==> src/sv/mtg_pkg.sv <==
// ----------------------------------------------------------------------------
// mtg_pkg
// Shared constants, types and word functions of the MT19937 generator core.
// ----------------------------------------------------------------------------
package mtg_pkg;

  localparam int STATE_WORDS   = 624;
  localparam int MIDDLE_OFFSET = 397;

  localparam int WORD_W = 32;
  localparam int ADDR_W = $clog2(STATE_WORDS);
  // The read index also holds the "due for a twist" and "never seeded" codes.
  localparam int IDX_W  = $clog2(STATE_WORDS + 2);

  localparam logic [WORD_W-1:0] TWIST_MATRIX = 32'h9908_b0df;
  localparam logic [WORD_W-1:0] HIGH_BIT     = 32'h8000_0000;
  localparam logic [WORD_W-1:0] LOW_BITS     = 32'h7fff_ffff;
  localparam logic [WORD_W-1:0] TEMPER_B     = 32'h9d2c_5680;
  localparam logic [WORD_W-1:0] TEMPER_C     = 32'hefc6_0000;
  localparam logic [WORD_W-1:0] HALF_MASK    = 32'hffff_0000;
  localparam logic [WORD_W-1:0] DEFAULT_SEED = 32'd4357;

  // One generator step is v * 69069 + 1; two steps fold into v * 69069^2 + 69070.
  localparam logic [WORD_W-1:0] LCG_MULT  = 32'd69069;
  localparam logic [WORD_W-1:0] LCG_INC   = 32'd1;
  localparam logic [WORD_W-1:0] LCG_MULT2 = 32'd475559465;
  localparam logic [WORD_W-1:0] LCG_INC2  = 32'd69070;

  // Operation codes carried on tuser.
  localparam logic [1:0] OP_DRAW = 2'd0;
  localparam logic [1:0] OP_SEED = 2'd1;
  localparam logic [1:0] OP_LOAD = 2'd2;

  typedef struct packed {
    logic load;  // take a new starting value
    logic step;  // advance by two generator steps
  } lcg_ctrl_t;

  function automatic logic [WORD_W-1:0] twist_word(input logic [WORD_W-1:0] cur,
                                                   input logic [WORD_W-1:0] nxt,
                                                   input logic [WORD_W-1:0] mid);
    logic [WORD_W-1:0] y;
    logic [WORD_W-1:0] mag;
    y   = (cur & HIGH_BIT) | (nxt & LOW_BITS);
    mag = y[0] ? TWIST_MATRIX : '0;
    return mid ^ (y >> 1) ^ mag;
  endfunction

  function automatic logic [WORD_W-1:0] temper(input logic [WORD_W-1:0] w);
    logic [WORD_W-1:0] y;
    y = w;
    y = y ^ (y >> 11);
    y = y ^ ((y << 7) & TEMPER_B);
    y = y ^ ((y << 15) & TEMPER_C);
    y = y ^ (y >> 18);
    return y;
  endfunction

endpackage

==> src/sv/mtg_lcg.sv <==
// ----------------------------------------------------------------------------
// mtg_lcg
// Linear-congruential seeding unit: one state word per cycle.
// ----------------------------------------------------------------------------
module mtg_lcg (
  input  logic                      clk,
  input  mtg_pkg::lcg_ctrl_t        ctrl,
  input  logic [mtg_pkg::WORD_W-1:0] seed_value,
  output logic [mtg_pkg::WORD_W-1:0] fill_word
);
  import mtg_pkg::*;

  logic [WORD_W-1:0] v;
  logic [WORD_W-1:0] v_one;
  logic [WORD_W-1:0] v_next;

  // Both products come straight from v, so neither waits on the other.
  assign v_one     = v * LCG_MULT + LCG_INC;
  assign v_next    = v * LCG_MULT2 + LCG_INC2;
  assign fill_word = (v & HALF_MASK) | ((v_one & HALF_MASK) >> 16);

  always_ff @(posedge clk) begin
    if (ctrl.load) begin
      v <= seed_value;
    end else if (ctrl.step) begin
      v <= v_next;
    end
  end

endmodule
==> config.mk <==
export PLATFORM = sky130hd
export DESIGN_NAME = mtg_lcg
export DESIGN_NICKNAME = d
export VERILOG_FILES = /design/src/sv/mtg_pkg.sv /design/src/sv/mtg_lcg.sv
export SDC_FILE = /design/constraint.sdc
export NUM_CORES = 1
export LEC_CHECK = 0
export ABC_CLOCK_PERIOD_IN_PS = 7800
export BUFFER_PORTS_ARGS = -buffer_cell sky130_fd_sc_hd__buf_2
export CAP_MARGIN = 10
export CORE_MARGIN = 3
export CORE_UTILIZATION = 65
export CTS_CLUSTER_SIZE = 8
export DETAILED_ROUTE_END_ITERATION = 7
export PLACE_DENSITY = 0.84
export RECOVER_POWER = 100
export SLEW_MARGIN = 20
export SYNTH_ARGS = -nofsm -noshare
export SYNTH_HDL_FRONTEND = slang
export SYNTH_SLANG_ARGS = --single-unit
==> constraint.sdc <==
create_clock -name clk -period 7.8 [get_ports clk]
set_clock_uncertainty 0.1 [all_clocks]
set_input_delay 0.78 -clock clk [delete_from_list [all_inputs] [get_ports clk]]
set_output_delay 0.78 -clock clk [all_outputs]
set_load 0.05 [all_outputs]
# Word-level counts from Yosys, hierarchy flattened
# Index checks and enable logic that the tools add are counted.
# word_totals
wordCells	9
reg_bits	32
in_bits	35
out_inout_bits	32
# op_classes
mul	2
n_bitwise	1
muxes	2
reduce_logical	1
add_sub_neg	2
# op_table
operator	n
32-bit 2-to-1 mux	2
32-bit by 1-bit adder with 32-bit output, second input constant	1
32-bit by 17-bit adder with 32-bit output, second input constant	1
32-bit by 17-bit multiplier with 32-bit output, second input constant	1
32-bit by 29-bit multiplier with 32-bit output, second input constant	1
32-bit by 16-bit OR with 32-bit output	1
2-bit nonzero test	1

# Longest topological paths before layout
# Gate-level depths: netlist of the first run.
# depth
word_depth	4
mapped_depth	24
mapped_depth_nobuf	23

# Least setup slack after synthesis of the first run
# Ideal clock, no wire load.
# synth_path
path_type	reg-to-output
start	register v[10]
end	output port fill_word[2] in the netlist's numbering
t_arrival_ns	5.731
path_slack_ns	1.189
path_stages_with_launch	19
n_path_buf	0
t_required_ns	6.920
cell_sequence	edfxtp_1 > ha_1 > fa_1 > inv_1 > fa_1 > fa_1 > inv_1 > fa_1 > inv_1 > fa_1 > inv_1 > ha_1 > a211oi_1 > o21ai_0 > a21oi_1 > a21boi_1 > or2_2 > a21o_1 > xor2_1
# synth_via
elab_chain_cells	3
# synth_lines
item	line_no	text
start: declaration	mtg_lcg.sv:13	logic [WORD_W-1:0] v;
start signal: assignment	mtg_lcg.sv:24	v <= seed_value;
start signal: assignment	mtg_lcg.sv:26	v <= v_next;
32-bit by 17-bit multiplier with 32-bit output	mtg_lcg.sv:18	assign v_one = v * LCG_MULT + LCG_INC;
32-bit by 1-bit adder with 32-bit output	mtg_lcg.sv:18	
32-bit by 16-bit OR with 32-bit output	mtg_lcg.sv:20	assign fill_word = (v & HALF_MASK) | ((v_one & HALF_MASK) >> 16);
end: declaration	mtg_lcg.sv:9	output logic [mtg_pkg::WORD_W-1:0] fill_word
# No other way between the ends.

# Final worst setup path of the first run
# layout_path
start	register v[19]
end	output port fill_word[15] in the netlist's numbering
# Same word-level chain as after synthesis.

==> parameters.txt, run 1 <==
Parameter                              Value

Run status
  Result of the run    finished, violations left
  Violations in the final reports    max-capacitance violations, max-slew violations

Clocking
  Register clock-pin slew on the reported worst setup and hold paths    0.07 ns
  Sinks on the clock net    32
  Count of buffers added by post-CTS timing repair for setup    0
  CTS resizes    0
  Clock buffers created by TritonCTS    5
  Hold-fix buffers at CTS    0
  Skew-Pair Late Insertion Delay    0.30 ns
  TritonCTS clock tree    yes
  Cell at the root of the clock tree    clkbuf_16
  Max clock buf depth    2
  H-tree level count    2

Final layout
  Share of layout cells above drive strength 1    4.731%
  Area added between synthesis and finish    4.342%
  Top register by number of flip-flops    v
  Flip-flop count of the largest register, all copies and words added    32
  Post-layout nets    2179
  Ant. Diodes    0
  Largest regs    v x32

Worst setup path
  Cell class contributing the biggest share of worst-path delay    adder cells
  Crit-path cells    ha_1 > fa_1 > fa_1 > inv_1 > fa_1 > fa_1 > inv_1 > fa_1 > ha_1 > a21o_1 > a21o_1 > a211oi_1 > nand3_1 > a41oi_2 > o21ai_1 > o41ai_2 > xnor2_1 > clkbuf_2
  RR Endpoint    v[31]
  Slowest cell on the critical path    edfxtp_1
  Startpoint type of the worst setup path    register
  Arrival time reported for the critical path endpoint    6.56 ns
  Critical path endpoint category    primary output
  Type of the worst setup path    reg -> out
  Cell seen most often among critical-path stages    fa_1
  Largest stage delay, worst path    0.76 ns
  CP Data Required Time    6.92 ns
  Number of cells on the worst reg-to-reg path    18
  Setup slack on the worst flop-to-flop path    0.51 ns
  Crit path buf inv count    3
  Worst-path maximum fanout    10
  Origin of the critical flop-to-flop path    v[15]

Detailed routing
  Ratio of routed vias to standard cells    5.600
  Post-detailed-route DRC marker count    0
  First-pass detailed-route iteration total    5
  Wirelength, routed    39240 um
  Post-DRT Antenna Nets    0
  Vias    10120
  First-iteration detailed-routing DRC count    655
  Routed WL per cell    21.72 um

Floorplanning
  DIE HEIGHT    158.4 um
  Initial core utilization    66.49%
  Placement row count    55
  Width of the chip    158.4 um
  Die ar.    25100 um2
  Core outline area    22710 um2
  Top-level port count    67

Min path
  Worst-case hold path end point    v[27]
  Hold path depth    3
  Worst Hold Launch    seed_value[27]
  Class of the tightest hold or removal check    in -> reg

GRT
  Global-route wire length before repair    63000 um
  Maximum number of pins on one net before global-route repair    64
  Antenna violations before repair    1
  GR Util All Layers    33.86%
  Sum of overflow across all layers after global routing    0
  Vias in the first global route    11298

Synthesis
  Leading area contributor after synthesis    fa_1
  Summed instance area of the synthesized netlist    15100 um2
  Sequential area share after synthesis    6.364%
  EDFF count, synth    32
  Async S/R FF share, synth    0%
  Largest cells by area after synthesis    fa_1, ha_1, inv_1
  Number of library cell types mapped by synthesis    61
  Mean instance size in the synthesized netlist    10.36 um2
  Net Count, Synth    2116
  Most frequently used flop master after synthesis    edfxtp_1
  Synthesized netlist cell count    1458
  Share of the synthesized area in the top cell type    39.64%
  Number of storage elements in the synthesis netlist    32
  Number of warnings reported in the yosys synthesis log    0

STA
  Share of the clock period used by the worst path after layout    95.40%
  Headroom to the max-slew limit    -77.81%
  Setup total negative slack    0 ns
  Peak clock frequency supported by timing    134.4 MHz
  Max-slew violation count    96
  Shortest clock period the worst path allows after layout    7.441 ns
  Setup repair after global routing missed its margin    false
  Hold Violations, Final    0
  Number of failing setup endpoints in the final timing report    0
  Slew at the pin closest to its max-slew limit    2.667 ns

Place
  Detailed placement HPWL    34970 um
  Weighted congestion at the end of routability-driven global placement    1.039
  Port bufs    66

Flow run
  Max-cap violations    2
-- worst max path at each step --
stage / cells after the start / end / slack (ns) / startpoint
detailed placement: 20 / fill_word[15] / 0.72 / v[6]
global placement: 20 / fill_word[15] / 0.84 / v[6]
finish: 18 / fill_word[15] / 0.36 / v[19]
CTS: 18 / fill_word[15] / 0.37 / v[19]
global route: 18 / fill_word[15] / 0.06 / v[19]
floorplan: 18 / fill_word[2] / 1.19 / v[10]
-- stage by stage --
stage	cell area, um2	setup WS, ns	util (%)	hold WS (ns)	cells
after global routing	15760	0.05622	69.38	0.6829	1807
after floorplan	15100	1.189	-	0.7379	1458
final	15760	0.3588	69.38	0.6630	1807
after global placement	15700	0.8409	69.12	0.9584	1799
after CTS	15850	0.3713	69.77	0.6658	1807
after detailed placement	15700	0.7163	69.12	0.9656	1799
-- cells in the final DEF (no fill, tap or decap), types with 6 or more instances in the layout --
| master | Yosys | layout |
|---|---|---|
| fa_1 | 299 | 299 |
| o21a_1 | 6 | 6 |
| clkbuf_1 | 6 | 31 |
| a21o_1 | 12 | 12 |
| buf_2 | 0 | 35 |
| xor2_1 | 25 | 25 |
| nor2_1 | 21 | 21 |
| xnor2_1 | 56 | 56 |
| a21oi_1 | 33 | 34 |
| a211oi_1 | 7 | 7 |
| edfxtp_1 | 32 | 32 |
| nor3_1 | 7 | 7 |
| inv_1 | 448 | 449 |
| o21ai_0 | 33 | 36 |
| buf_4 | 16 | 15 |
| nand3_1 | 8 | 8 |
| ha_1 | 324 | 324 |
| o21ai_1 | 9 | 6 |
| nand2_1 | 37 | 37 |
-- cell families after synthesis --
logic type / share of synthesized area, %
muxes: 0.2237
buffers and inverters: 12.60
AOI/OAI and AO/OA: 6.157
DFF: 6.364
xor gates and xnor gates: 4.698
adders and majority gates: 66.49
and+or+nand+nor: 3.464
-- layout make-up --
cell class | count | area, um2
multi-input cells | 950 | 12190
fillers | 1732 | 6954
inverters | 449 | 1685
flip-flops and latches | 32 | 960.9
repair buffers | 83 | 414.1
well taps | 285 | 356.6
clock buffers | 5 | 125.1
clock inverters | 3 | 23.77
-- cells in the mapped netlist, types with 8 or more instances --
cell / count
inv_1: 448
nand3_1: 8
nand2_1: 37
edfxtp_1: 32
fa_1: 299
xor2_1: 25
o21ai_0: 33
o21ai_1: 9
buf_4: 16
a21oi_1: 33
a21o_1: 12
ha_1: 324
xnor2_1: 56
nor2_1: 21
-- worst register-to-register path: cells and delay by family, from the launching register on --
kind / cells / cell delay, ns
AOI/OAI and AO/OA: 5 / 1.59
DFF: 1 / 0.62
buffers and inverters: 2 / 0.12
adders and majority gates: 9 / 4.24
and+or+nand+nor: 2 / 0.31
-- metal layers --
metal,share of wire (%),GRT usage (%),vias to the layer above
met5,0.028,0,-
met4,3.9,11.06,2
met3,9.3,9.677,92
met2,45,52.55,404
met1,42,46.46,4994
li1,-,-,4628
Power of run 1 is left out: the tool's default activity adds up to more than one toggle a clock period on the data nets, which glitch-free logic cannot reach.
==> run 2, diff against run 1 <==
PLACE_DENSITY = 0.82   (was 0.84)
==> run 2 against run 1 <==
Effect of this change:
- the flow still finishes with violations (max-capacitance violations, max-slew violations)
- non-clock buffer count is the same
- flip-flop and latch count is the same
- fmax rose by 0.62%
- largest cell class unchanged
- setup slack improved by 0.046 ns
- register-to-register slack gained 0.39 ns
==> parameters.txt, run 2 (synthesis gave the netlist of run 1 again) <==
Parameter                              Value

Worst setup path
  Type of the worst setup path    reg -> out
  Arrival time reported for the critical path endpoint    6.52 ns
  Worst-path maximum fanout    9
  CP Data Required Time    6.92 ns
  Critical path endpoint category    primary output
  Crit-path cells    ha_1 > fa_1 > fa_1 > inv_1 > fa_1 > inv_1 > fa_1 > inv_1 > fa_1 > inv_1 > ha_1 > a211oi_1 > o21ai_0 > a21oi_1 > nand3_1 > a41oi_2 > o21ai_1 > o41ai_2 > xnor2_1 > clkbuf_2
  Startpoint type of the worst setup path    register
  Critical path startpoint    v[9]
  Largest stage delay, worst path    0.63 ns
  Cell seen most often among critical-path stages    fa_1
  Origin of the critical flop-to-flop path    v[8]
  Slowest cell on the critical path    edfxtp_1

GRT
  Global-route wire length before repair    60600 um
  Antenna violations before repair    1
  Vias in the first global route    10785
  Sum of overflow across all layers after global routing    0
  GR Util All Layers    32.56%
  Maximum number of pins on one net before global-route repair    64

Detailed routing
  Ratio of routed vias to standard cells    5.600
  Post-DRT Antenna Nets    0
  First-iteration detailed-routing DRC count    620
  First-pass detailed-route iteration total    4
  Wirelength, routed    38260 um
  Post-detailed-route DRC marker count    0
  Vias    10120
  Routed WL per cell    21.17 um

Floorplanning
  Placement row count    55
  Top-level port count    67
  Initial core utilization    66.49%
  Die ar.    25100 um2
  Width of the chip    158.4 um
  DIE HEIGHT    158.4 um
  Core outline area    22710 um2

Place
  Port bufs    66
  Detailed placement HPWL    34010 um
  Placement Setup Slack    0.7035 ns
  Weighted congestion at the end of routability-driven global placement    0.9859

Final layout
  Most used cells in the layout excluding fill and tap cells    inv_1, ha_1, fa_1, xnor2_1
  Post-layout nets    2179
  Top register by number of flip-flops    v
  Most common cell after layout, fill and taps aside    inv_1
  Area added between synthesis and finish    4.574%
  Fillcell total    1744
  Flip-flop count of the largest register, all copies and words added    32
  Ant. Diodes    0
  Largest regs    v x32
  Multi-input logic area    12210 um2
  Share of layout cells above drive strength 1    4.731%
  Area occupied by registers    960.9 um2

Clocking
  H-tree level count    2
  Max clock buf depth    2
  Skew-Pair Late Insertion Delay    0.29 ns
  Register clock-pin slew on the reported worst setup and hold paths    0.07 ns
  Cell at the root of the clock tree    clkbuf_16
  Count of buffers added by post-CTS timing repair for setup    0
  Sinks on the clock net    32
  TritonCTS clock tree    yes
  CTS resizes    0
  Clock buffers created by TritonCTS    5
  Hold-fix buffers at CTS    0

STA
  Share of the clock period used by the worst path after layout    94.81%
  Peak clock frequency supported by timing    135.2 MHz
  Slew at the pin closest to its max-slew limit    2.509 ns
  Number of failing setup endpoints in the final timing report    0
  Setup repair after global routing missed its margin    false
  Minimum setup slack in the final design    0.4050 ns
  Max-slew violation count    96
  Setup total negative slack    0 ns
  Hold Violations, Final    0
  Headroom to the max-slew limit    -67.25%
  Shortest clock period the worst path allows after layout    7.395 ns

Run status
  Result of the run    finished, violations left
  Violations in the final reports    max-capacitance violations, max-slew violations

Flow run
  Max-cap violations    2

Min path
  Class of the tightest hold or removal check    in -> reg
  Worst Hold Launch    seed_value[23]
run 2: worst max-delay path, delay by kind of cell (launching register included):
family | cells | cell delay [ns]
adder cells (fa/ha/maj) | 7 | 3.19
AND/OR/NAND/NOR | 1 | 0.23
buffers and inverters | 5 | 0.52
XOR/XNOR | 1 | 0.16
flip-flops | 1 | 0.63
AO/OA/AOI/OAI | 6 | 1.49
run 2: cell type report:
type                            count  area share [%]
Clock inverter                      3          0.2377
Inverter                          449           10.67
Sequential cell                    32           6.086
Tap cell                          285           2.258
Timing Repair Buffer               83           2.647
Clock buffer                        5          0.7924
Multi-Input combinational cell    950           77.31
run 2: final timing paths:
| check | to | slack (ns) | cells after the start |
|---|---|---|---|
| hold / removal | v[23] | 0.68 | 3 |
| setup / recovery | fill_word[15] | 0.40 | 20 |
| setup reg to reg | v[29] | 0.90 | 20 |
| hold reg to reg | v[1] | 0.99 | 1 |
run 2: metal layers:
layer  up-vias  share of wire [%]  global-route usage, %
met5         -              0.034                      0
met4         2                3.2                  8.439
met3        77                7.8                  7.692
met2       354                 45                  50.87
met1      5065                 44                  46.40
li1       4622                  -                      -
run 2: per-stage QoR:
step	hold WS, ns	utilization (%)	area, um2	cells
floorplan	0.7379	-	15100	1458
finish	0.6778	69.53	15790	1807
detailed placement	0.9466	69.12	15700	1799
global placement	0.9352	69.12	15700	1799
global route	0.6927	69.53	15790	1807
CTS	0.6762	69.83	15860	1807
Power of run 2 is left out for the same reason.
